--- config.mk ---
export PLATFORM = sky130hd
export DESIGN_NAME = icmp_reply_parser
export DESIGN_NICKNAME = d
export VERILOG_FILES = /design/src/sv/icmprp_pkg.sv /design/src/sv/icmp_reply_parser.sv /design/src/sv/icmprp_core.sv
export VERILOG_INCLUDE_DIRS = /design/src /design/src/sv
export SDC_FILE = /design/constraint.sdc
export NUM_CORES = 1
export LEC_CHECK = 0
export BUFFER_PORTS_ARGS = -buffer_cell sky130_fd_sc_hd__buf_2
export CORE_ASPECT_RATIO = 1.5
export CORE_MARGIN = 3
export CORE_UTILIZATION = 45
export CTS_BUF_LIST = sky130_fd_sc_hd__clkbuf_8
export CTS_CLUSTER_DIAMETER = 30
export DETAILED_ROUTE_END_ITERATION = 7
export HOLD_SLACK_MARGIN = 0.05
export MAX_ROUTING_LAYER = met4
export PLACE_DENSITY_LB_ADDON = 0.25
export SLEW_MARGIN = 20
export SYNTH_ARGS = -nofsm -noshare
export SYNTH_HDL_FRONTEND = slang
export SYNTH_SLANG_ARGS = --single-unit
--- constraint.sdc ---
create_clock -name i_clk -period 13.6 [get_ports i_clk]
set_clock_uncertainty 0.1 [all_clocks]
set_input_delay 2.04 -clock i_clk [delete_from_list [all_inputs] [get_ports i_clk]]
set_output_delay 2.04 -clock i_clk [all_outputs]
set_load 0.05 [all_outputs]
--- src/sv/icmp_reply_parser_assert.svh ---
// Assertion macros shared by the ICMP reply parser RTL.
`ifndef ICMP_REPLY_PARSER_ASSERT_SVH
`define ICMP_REPLY_PARSER_ASSERT_SVH

// Same-cycle implication, checked out of reset.
`define ICMPRP_ASSERT_IMP(lbl, ante, cons, msg) \
    lbl: assert property (@(posedge i_clk) disable iff (!i_rst_n) (ante) |-> (cons)) \
        else $error(msg);

// Next-cycle implication, checked out of reset.
`define ICMPRP_ASSERT_NXT(lbl, ante, cons, msg) \
    lbl: assert property (@(posedge i_clk) disable iff (!i_rst_n) (ante) |=> (cons)) \
        else $error(msg);

`endif

--- src/sv/icmprp_pkg.sv ---
// Types and constants of the ICMP reply parser.
package icmprp_pkg;

    localparam logic [3:0] IHL_MASK        = 4'hF;
    localparam logic [7:0] TYPE_ECHO_REPLY = 8'd0;
    localparam logic [7:0] TYPE_TS_REPLY   = 8'd14;
    localparam logic [4:0] ECHO_HDR_BYTES  = 5'd12;
    localparam logic [4:0] TS_HDR_BYTES    = 5'd20;
    localparam logic [7:0] COUNT_MAX       = 8'd255;

    // Offsets from the ICMP header start
    localparam logic [7:0] OFS_TYPE  = 8'd0;
    localparam logic [7:0] OFS_ID0   = 8'd4;
    localparam logic [7:0] OFS_ID1   = 8'd5;
    localparam logic [7:0] OFS_SEQ0  = 8'd6;
    localparam logic [7:0] OFS_SEQ1  = 8'd7;
    localparam logic [7:0] OFS_ORIG  = 8'd8;
    localparam logic [7:0] OFS_RECV  = 8'd12;
    localparam logic [7:0] OFS_XMIT  = 8'd16;
    localparam logic [7:0] OFS_END   = 8'd20;

    localparam logic REG_REPLY_MODE  = 1'b0;
    localparam logic REG_EXPECTED_ID = 1'b1;

    localparam int IN_DATA_W  = 40;
    localparam int OUT_DATA_W = 240;

    typedef enum logic [1:0] {
        ST_ACCEPTED   = 2'd0,
        ST_WRONG_TYPE = 2'd1,
        ST_TOO_SHORT  = 2'd2,
        ST_ID_MISMATCH = 2'd3
    } t_status;

    typedef struct packed {
        t_status            status;
        logic [15:0]        sequence_res;
        logic [31:0]        originate_time;
        logic [31:0]        receive_time;
        logic [31:0]        transmit_time;
        logic [26:0]        finish_time;
        logic signed [31:0] round_trip;
        logic signed [31:0] down_delay;
        logic signed [31:0] up_delay;
    } t_result;

endpackage

--- src/sv/icmp_reply_parser.sv ---
// ICMP reply parser top level: input register, config registers, result register.
// Usage:
//   Slave stream: one datagram byte per beat. tdata[7:0] is the byte, tdata[34:8]
//   the current millisecond-of-day; tlast marks the final byte of the datagram.
//   Master stream: one result beat per datagram, issued for the tlast byte.
//   Config channel: index 0 writes reply_mode (bit 0), index 1 writes the expected
//   identifier (bits 15:0, first wire byte high). Always ready; write while idle.
// Timing:
//   Every byte passes an input register, then capture logic; the result of a
//   tlast byte lands in the output register, which drives the master stream.
//   Throughput is one byte per cycle; only the output register's occupancy can
//   hold a tlast byte in the input register.
// Reset (synchronous, active low) empties both registers, clears the capture
//   state and sets timestamp mode with identifier zero.
// Stall: while the receiver holds tready low, non-last bytes keep flowing; a
//   second tlast byte waits in the input register and s_axis_tready drops.
module icmp_reply_parser (
    input  logic                              i_clk,
    input  logic                              i_rst_n,
    input  logic                              i_s_axis_tvalid,
    output logic                              o_s_axis_tready,
    // [7:0] data_byte, [34:8] now_ms, rest zero
    input  logic [icmprp_pkg::IN_DATA_W-1:0]  i_s_axis_tdata,
    input  logic                              i_s_axis_tlast,
    output logic                              o_m_axis_tvalid,
    input  logic                              i_m_axis_tready,
    // [1:0] status, [17:2] sequence_res, [49:18] originate_time,
    // [81:50] receive_time, [113:82] transmit_time, [140:114] finish_time,
    // [172:141] round_trip, [204:173] down_delay, [236:205] up_delay, rest zero
    output logic [icmprp_pkg::OUT_DATA_W-1:0] o_m_axis_tdata,
    input  logic                              i_cfg_valid,
    output logic                              o_cfg_ready,
    input  logic                              i_cfg_index,
    input  logic [15:0]                       i_cfg_data
);
    import icmprp_pkg::*;

    logic        r_reply_mode;
    logic [15:0] r_expected_id;

    logic        r_s1_valid;
    logic [7:0]  r_s1_byte;
    logic        r_s1_last;
    logic [26:0] r_s1_now;

    logic        r_out_valid;
    t_result     r_out;

    t_result     core_result;
    logic        out_free;
    logic        s1_go;
    logic        s_accept;

    assign out_free        = !r_out_valid || i_m_axis_tready;
    assign s1_go           = r_s1_valid && (!r_s1_last || out_free);
    assign o_s_axis_tready = !r_s1_valid || s1_go;
    assign s_accept        = i_s_axis_tvalid && o_s_axis_tready;
    assign o_cfg_ready     = 1'b1;

    always_ff @(posedge i_clk) begin
        if (!i_rst_n) begin
            r_reply_mode  <= 1'b1;
            r_expected_id <= '0;
        end else if (i_cfg_valid) begin
            unique case (i_cfg_index)
                REG_REPLY_MODE:  r_reply_mode  <= i_cfg_data[0];
                REG_EXPECTED_ID: r_expected_id <= i_cfg_data;
            endcase
        end
    end

    always_ff @(posedge i_clk) begin
        if (!i_rst_n) begin
            r_s1_valid <= 1'b0;
        end else if (o_s_axis_tready) begin
            r_s1_valid <= i_s_axis_tvalid;
        end
    end

    always_ff @(posedge i_clk) begin
        if (s_accept) begin
            r_s1_byte <= i_s_axis_tdata[7:0];
            r_s1_now  <= i_s_axis_tdata[34:8];
            r_s1_last <= i_s_axis_tlast;
        end
    end

    icmprp_core u_core (
        .i_clk                 (i_clk),
        .i_rst_n               (i_rst_n),
        .i_beat_valid          (s1_go),
        .i_data_byte           (r_s1_byte),
        .i_last                (r_s1_last),
        .i_now_ms              (r_s1_now),
        .i_reply_mode          (r_reply_mode),
        .i_expected_identifier (r_expected_id),
        .o_result              (core_result)
    );

    always_ff @(posedge i_clk) begin
        if (!i_rst_n) begin
            r_out_valid <= 1'b0;
        end else if (s1_go && r_s1_last) begin
            r_out_valid <= 1'b1;
        end else if (i_m_axis_tready) begin
            r_out_valid <= 1'b0;
        end
    end

    always_ff @(posedge i_clk) begin
        if (s1_go && r_s1_last) begin
            r_out <= core_result;
        end
    end

    assign o_m_axis_tvalid = r_out_valid;
    assign o_m_axis_tdata  = {3'b000, r_out.up_delay, r_out.down_delay, r_out.round_trip,
                              r_out.finish_time, r_out.transmit_time, r_out.receive_time,
                              r_out.originate_time, r_out.sequence_res, r_out.status};

`include "icmp_reply_parser_assert.svh"

    `ICMPRP_ASSERT_IMP(a_stall_only_on_last, r_s1_valid && !s1_go, r_s1_last && r_out_valid && !i_m_axis_tready, "input stage stalled without a blocked result")
    `ICMPRP_ASSERT_IMP(a_reject_zero_fields, r_out_valid && r_out.status != ST_ACCEPTED, r_out.sequence_res == 16'd0 && r_out.originate_time == 32'd0 && r_out.finish_time == 27'd0 && r_out.round_trip == 32'sd0, "rejected result carries nonzero fields")
    `ICMPRP_ASSERT_NXT(a_echo_no_stamps, s1_go && r_s1_last && !r_reply_mode, r_out.receive_time == 32'd0 && r_out.transmit_time == 32'd0 && r_out.down_delay == 32'sd0 && r_out.up_delay == 32'sd0, "echo result carries timestamp fields")

endmodule

--- src/sv/icmprp_core.sv ---
// Per-datagram capture state and result computation of the ICMP reply parser.
module icmprp_core (
    input  logic                 i_clk,
    input  logic                 i_rst_n,
    input  logic                 i_beat_valid,
    input  logic [7:0]           i_data_byte,
    input  logic                 i_last,
    input  logic [26:0]          i_now_ms,
    input  logic                 i_reply_mode,
    input  logic [15:0]          i_expected_identifier,
    output icmprp_pkg::t_result  o_result
);
    import icmprp_pkg::*;

    logic [7:0]  r_byte_count, n_byte_count;
    logic [5:0]  r_ip_header_bytes, n_ip_header_bytes;
    logic [7:0]  r_type, n_type;
    logic [15:0] r_ident, n_ident;
    logic [15:0] r_seq, n_seq;
    logic [31:0] r_orig, n_orig;
    logic [31:0] r_recv, n_recv;
    logic [31:0] r_xmit, n_xmit;

    logic [5:0]  hl;
    logic [7:0]  rel;
    logic        in_win;
    logic [8:0]  need_end;
    logic        too_short;
    t_status     status;
    logic [31:0] now32;

    always_comb begin
        hl = (r_byte_count == 8'd0) ? {i_data_byte[3:0] & IHL_MASK, 2'b00} : r_ip_header_bytes;
        rel = r_byte_count - {2'b00, hl};
        in_win = (r_byte_count >= {2'b00, hl}) && (rel < OFS_END);

        n_ip_header_bytes = hl;
        n_byte_count = (r_byte_count == COUNT_MAX) ? r_byte_count : r_byte_count + 8'd1;
        n_type  = r_type;
        n_ident = r_ident;
        n_seq   = r_seq;
        n_orig  = r_orig;
        n_recv  = r_recv;
        n_xmit  = r_xmit;
        if (in_win) begin
            priority if (rel == OFS_TYPE) begin
                n_type = i_data_byte;
            end else if (rel == OFS_ID0 || rel == OFS_ID1) begin
                n_ident = {r_ident[7:0], i_data_byte};
            end else if (rel == OFS_SEQ0 || rel == OFS_SEQ1) begin
                n_seq = {r_seq[7:0], i_data_byte};
            end else if (rel >= OFS_ORIG && rel < OFS_RECV) begin
                n_orig = {r_orig[23:0], i_data_byte};
            end else if (rel >= OFS_RECV && rel < OFS_XMIT) begin
                n_recv = {r_recv[23:0], i_data_byte};
            end else if (rel >= OFS_XMIT) begin
                n_xmit = {r_xmit[23:0], i_data_byte};
            end else begin
                n_type = r_type;
            end
        end

        // Checks see the state including the current (last) byte
        need_end  = {3'b000, hl} + {4'b0000, (i_reply_mode ? TS_HDR_BYTES : ECHO_HDR_BYTES)};
        too_short = need_end > {1'b0, n_byte_count};
        if (n_type != (i_reply_mode ? TYPE_TS_REPLY : TYPE_ECHO_REPLY)) begin
            status = ST_WRONG_TYPE;
        end else if (too_short) begin
            status = ST_TOO_SHORT;
        end else if (n_ident != i_expected_identifier) begin
            status = ST_ID_MISMATCH;
        end else begin
            status = ST_ACCEPTED;
        end

        now32 = {5'b00000, i_now_ms};
        o_result = '0;
        o_result.status = status;
        if (status == ST_ACCEPTED) begin
            o_result.sequence_res   = n_seq;
            o_result.originate_time = n_orig;
            o_result.finish_time    = i_now_ms;
            o_result.round_trip     = now32 - n_orig;
            if (i_reply_mode) begin
                o_result.receive_time  = n_recv;
                o_result.transmit_time = n_xmit;
                o_result.down_delay    = now32 - n_xmit;
                o_result.up_delay      = n_recv - n_orig;
            end
        end
    end

    always_ff @(posedge i_clk) begin
        if (!i_rst_n || (i_beat_valid && i_last)) begin
            r_byte_count      <= '0;
            r_ip_header_bytes <= '0;
            r_type            <= '0;
            r_ident           <= '0;
            r_seq             <= '0;
            r_orig            <= '0;
            r_recv            <= '0;
            r_xmit            <= '0;
        end else if (i_beat_valid) begin
            r_byte_count      <= n_byte_count;
            r_ip_header_bytes <= n_ip_header_bytes;
            r_type            <= n_type;
            r_ident           <= n_ident;
            r_seq             <= n_seq;
            r_orig            <= n_orig;
            r_recv            <= n_recv;
            r_xmit            <= n_xmit;
        end
    end

endmodule

==> run_results.csv <==
group,metric,value,unit
run_status,outcome,"finished clean",
synthesis,yosysSeqAreaShare,50.5,%
power_and_ir_drop,sw_frac_of_total,29.0,%
power_and_ir_drop,ir_worst_vdd,0.0874,mV
job,maxcap_violations,0,
synthesis,synth.avg_cell_area,10.3,um2
synthesis,synth_fa_ha_area_share,5.53,%
critical_path,cpLargestDelayFamily,"compound AO/OA/AOI/OAI gates",
layout,area_overhead_of_the_layout_relative_to_synthesis,17.7,%
detailed_routing,detailedRoute.firstPassIterationCount,5,
global_routing,global_route.overflow_total,0,
clock_tree,cts_resized,0,
layout,final_core_utilization,53.9,%
synthesis,synth_simple_gate_area_share,15.3,%
clock_tree,clock_latency,0.68,ns
critical_path,cp_data_required_time,13.89,ns
worst_hold_path,hold_end,"u_core.r_type[2]",
power_and_ir_drop,sequential_power_share,41.5,%
layout,post_layout_nonfiller_instances,3251,
synthesis,synth_xor_xnor_area_share,4.51,%
detailed_routing,routed_via_density,5.43,
timing,report.final.hold_viol_count,0,
synthesis,post_synth_edffs,273,
global_routing,grt_usage,24.4,%
floorplan,die_width,190,um
synthesis,yosys.area.top_type,"sky130_fd_sc_hd__edfxtp_1",
layout,final_net_count,2667,
critical_path,worstSetupStartpointType,"flip-flop",
timing,final-max-slew-violation-count,0,
clock_tree,ctsHtreeMaxLevel,3,
power_and_ir_drop,internal_power,2.57,mW
synthesis,yosysWarnings,0,
critical_path,crit_path_max_incr_delay,0.58,ns
placed_design,io_buffer_count,296,
clock_tree,hold_buffers,0,
detailed_routing,route.vias.total,17600,
timing,post-route-period-util,68.6,%
synthesis,synthTopCellsByArea,"sky130_fd_sc_hd__edfxtp_1, sky130_fd_sc_hd__dfxtp_1, sky130_fd_sc_hd__mux2i_1, sky130_fd_sc_hd__nor2_1, sky130_fd_sc_hd__ha_1",
synthesis,synth_compound_gate_area_share,13.0,%
floorplan,initial_utilization,45.8,%
critical_path,critical-path-slowest-cell,"sky130_fd_sc_hd__a2111oi_0",
synthesis,synth.area.mux_share,7.52,%
global_routing,grt_pass1_wl,99000,um
synthesis,post-synth-top-count-cell,"sky130_fd_sc_hd__nor2_1",
placed_design,placedCellCount,3077,
synthesis,async_reset_ff_share,0,%
power_and_ir_drop,report.power.total,3.62,mW
critical_path,regToRegStartpoint,"u_core.r_byte_count[0]",
synthesis,combinational_family_with_the_most_area_after_synthesis,"simple AND/OR/NAND/NOR gates",
global_routing,grt_max_degree,84,
timing,finalWorstPathRequiredPeriod,9.33,ns
timing,final-setup-viol-count,0,
placed_design,place_hpwl,46300,um
global_routing,number_of_global_route_vias_before_repair,17500,
detailed_routing,post-route-drc-count,0,
power_and_ir_drop,power_density,134,mW/mm2
clock_tree,cts_inserted_buffers,92,
placed_design,gpl.final_weighted_congestion,0.952,
critical_path,worst_r2r_endpoint,"o_m_axis_tdata[172]",
layout,final_layout_size_suffix_gt1_share,20.5,%
detailed_routing,drt_iter0_markers,1011,
clock_tree,post-cts-setup-buffers,0,
timing,max-slew-margin-rel,26.7,%
critical_path,crit_path_end_kind,"flip-flop",
power_and_ir_drop,power_frac_clock,43.0,%
detailed_routing,route.final.wire_length,64900,um
timing,unrepaired_setup_endpoints_after_global_routing,"no",
critical_path,worst_r2r_path_depth,32,
worst_hold_path,instance_count_along_the_most_critical_hold_path,2,
clock_tree,cts.root.buffer_cell,"sky130_fd_sc_hd__clkbuf_8",
clock_tree,clkSinkCount,442,
floorplan,pin_count,306,
worst_hold_path,hold_path_startpoint,"u_core.r_type[2]",
critical_path,critical_path_buf_inv_count,3,
timing,hold-worst-slack,0.357,ns
power_and_ir_drop,p_leak,11.0,nW
synthesis,synth-seq-cells,442,
clock_tree,cts_tree,"yes",
critical_path,critical_path.max_fanout,17,
critical_path,critical_path_arrival,9.62,ns
floorplan,die_area,0.0537,mm2
critical_path,crit_type,"flip-flop to flip-flop",
synthesis,postSynthCellCount,2219,
floorplan,design.core.area,0.0500,mm2
floorplan,dieHeight,282,um
critical_path,reg2reg_slack,4.27,ns
floorplan,rows,100,
synthesis,netlist_top_cells_count,"sky130_fd_sc_hd__nor2_1, sky130_fd_sc_hd__edfxtp_1, sky130_fd_sc_hd__dfxtp_1",
clock_tree,cts.clk_slew.worst_paths,0.06,ns
synthesis,dominantRegCellSynth,"sky130_fd_sc_hd__edfxtp_1",
timing,worst_slew_pin_slew,1.10,ns
detailed_routing,postRouteAntennaNets,0,
power_and_ir_drop,power_frac_comb,15.5,%
clock_tree,cts.path.max_buffers,3,
synthesis,synthDistinctLibCells,101,
worst_hold_path,worst_hold_path_type,"flip-flop to flip-flop",
synthesis,post-synth-top-area-fraction,35.8,%
detailed_routing,route.detailed.wl_per_inst,20.0,um
timing,setup_tns_final,0,ns
synthesis,synthesis.area,0.0229,mm2
global_routing,antenna_found_initial,1,
timing,max_clock_freq,107,MHz
power_and_ir_drop,total_switching_power,1.05,mW
[cell families (layout without fill, tap and decap cells)]
kind of cell | Yosys count | after routing
xor gates and xnor gates | 118 | 118
DFF | 442 | 442
buffers and inverters | 197 | 563
muxes | 167 | 167
AOI/OAI and AO/OA | 424 | 424
and+or+nand+nor | 770 | 770
adders and majority gates | 99 | 99
other | 2 | 5
[power groups by stage]
stage / sequential [mW] / combinational (mW) / clock [mW]
6_report: 1.50 / 0.560 / 1.56
4_1_cts: 1.50 / 0.562 / 1.59
3_3_place_gp: 1.53 / 0.550 / 0
2_1_floorplan: 1.59 / 0.359 / 0
3_5_place_dp: 1.53 / 0.559 / 0
5_1_grt: 1.51 / 0.613 / 1.66
[worst min-delay path, stage by stage, from the launching register on]
cell,delay (ns)
sky130_fd_sc_hd__dfxtp_1,0.30
sky130_fd_sc_hd__nand2_1,0.05
sky130_fd_sc_hd__a21oi_1,0.05
[worst max-delay path by stage]
stage | cells after the start | start | endpoint | slack [ns]
after floorplan | 7 | i_m_axis_tready | u_core.r_ident[0] | 4.52
after global placement | 32 | u_core.r_byte_count[0] | o_m_axis_tdata[172] | 4.42
after detailed placement | 32 | u_core.r_byte_count[0] | o_m_axis_tdata[172] | 4.31
after CTS | 32 | u_core.r_byte_count[0] | o_m_axis_tdata[172] | 4.30
after global routing | 32 | u_core.r_byte_count[0] | o_m_axis_tdata[170] | 3.59
final | 32 | u_core.r_byte_count[0] | o_m_axis_tdata[172] | 4.27
[metrics by stage]
step	setup WS [ns]	instance area, um2
detailed placement	4.31	24900
finish	4.27	27000
CTS	4.30	27000
floorplan	4.52	22900
global route	3.59	27000
global placement	4.42	24900
[placed cells by master, fill, tap and decap left out, types with 5 or more instances in the layout]
master,count
sky130_fd_sc_hd__a211oi_1,89
sky130_fd_sc_hd__a21boi_0,20
sky130_fd_sc_hd__a21o_1,33
sky130_fd_sc_hd__a21oi_1,114
sky130_fd_sc_hd__a31oi_1,27
sky130_fd_sc_hd__a32oi_1,5
sky130_fd_sc_hd__and2_1,10
sky130_fd_sc_hd__and3_1,45
sky130_fd_sc_hd__buf_2,296
sky130_fd_sc_hd__buf_4,19
sky130_fd_sc_hd__bufinv_16,11
sky130_fd_sc_hd__clkbuf_8,100
sky130_fd_sc_hd__clkinv_2,14
sky130_fd_sc_hd__clkinv_4,6
sky130_fd_sc_hd__clkinvlp_4,11
sky130_fd_sc_hd__dfxtp_1,169
sky130_fd_sc_hd__edfxtp_1,273
sky130_fd_sc_hd__fa_1,5
sky130_fd_sc_hd__ha_1,91
sky130_fd_sc_hd__inv_1,91
sky130_fd_sc_hd__inv_6,8
sky130_fd_sc_hd__mux2i_1,157
sky130_fd_sc_hd__nand2_1,155
sky130_fd_sc_hd__nand2b_1,21
sky130_fd_sc_hd__nand3_1,33
sky130_fd_sc_hd__nand3b_1,5
sky130_fd_sc_hd__nand4_1,12
sky130_fd_sc_hd__nor2_1,384
sky130_fd_sc_hd__nor2b_1,24
sky130_fd_sc_hd__nor3_1,27
sky130_fd_sc_hd__nor3_2,5
sky130_fd_sc_hd__nor4_1,6
sky130_fd_sc_hd__o21a_1,14
sky130_fd_sc_hd__o21ai_0,35
sky130_fd_sc_hd__o21bai_1,14
sky130_fd_sc_hd__or3_1,8
sky130_fd_sc_hd__or4_1,5
sky130_fd_sc_hd__xnor2_1,82
sky130_fd_sc_hd__xor2_1,36
[final cells by class]
type | instances | area [um2]
Fill cell | 4484 | 23100
Sequential cell | 442 | 11600
Multi-Input combinational cell | 1582 | 10600
Timing Repair Buffer | 315 | 1620
Clock buffer | 100 | 1380
Tap cell | 663 | 830
Clock inverter | 73 | 717
Inverter | 75 | 282
Antenna cell | 1 | 2.50
[registers in the layout, indices dropped and copies added, names as in the netlist]
register / count
o_m_axis_tdata: 237
o_m_axis_tvalid: 1
r_expected_id: 16
r_reply_mode: 1
r_s1_byte: 8
r_s1_last: 1
r_s1_now: 27
r_s1_valid: 1
u_core.r_byte_count: 8
u_core.r_ident: 16
u_core.r_ip_header_bytes: 6
u_core.r_orig: 32
u_core.r_recv: 32
u_core.r_seq: 16
u_core.r_type: 8
u_core.r_xmit: 32
[routing by layer]
layer | vias to the layer above | GRT usage [%] | wire [um]
met2 | 536 | 42.9 | 33300
met4 | 0 | 10.1 | 2390
met3 | 141 | 3.71 | 3330
met5 | - | - | 0
li1 | 8591 | - | -
met1 | 8380 | 27.8 | 25800
Note: power is estimated with default switching activity, not from simulation.
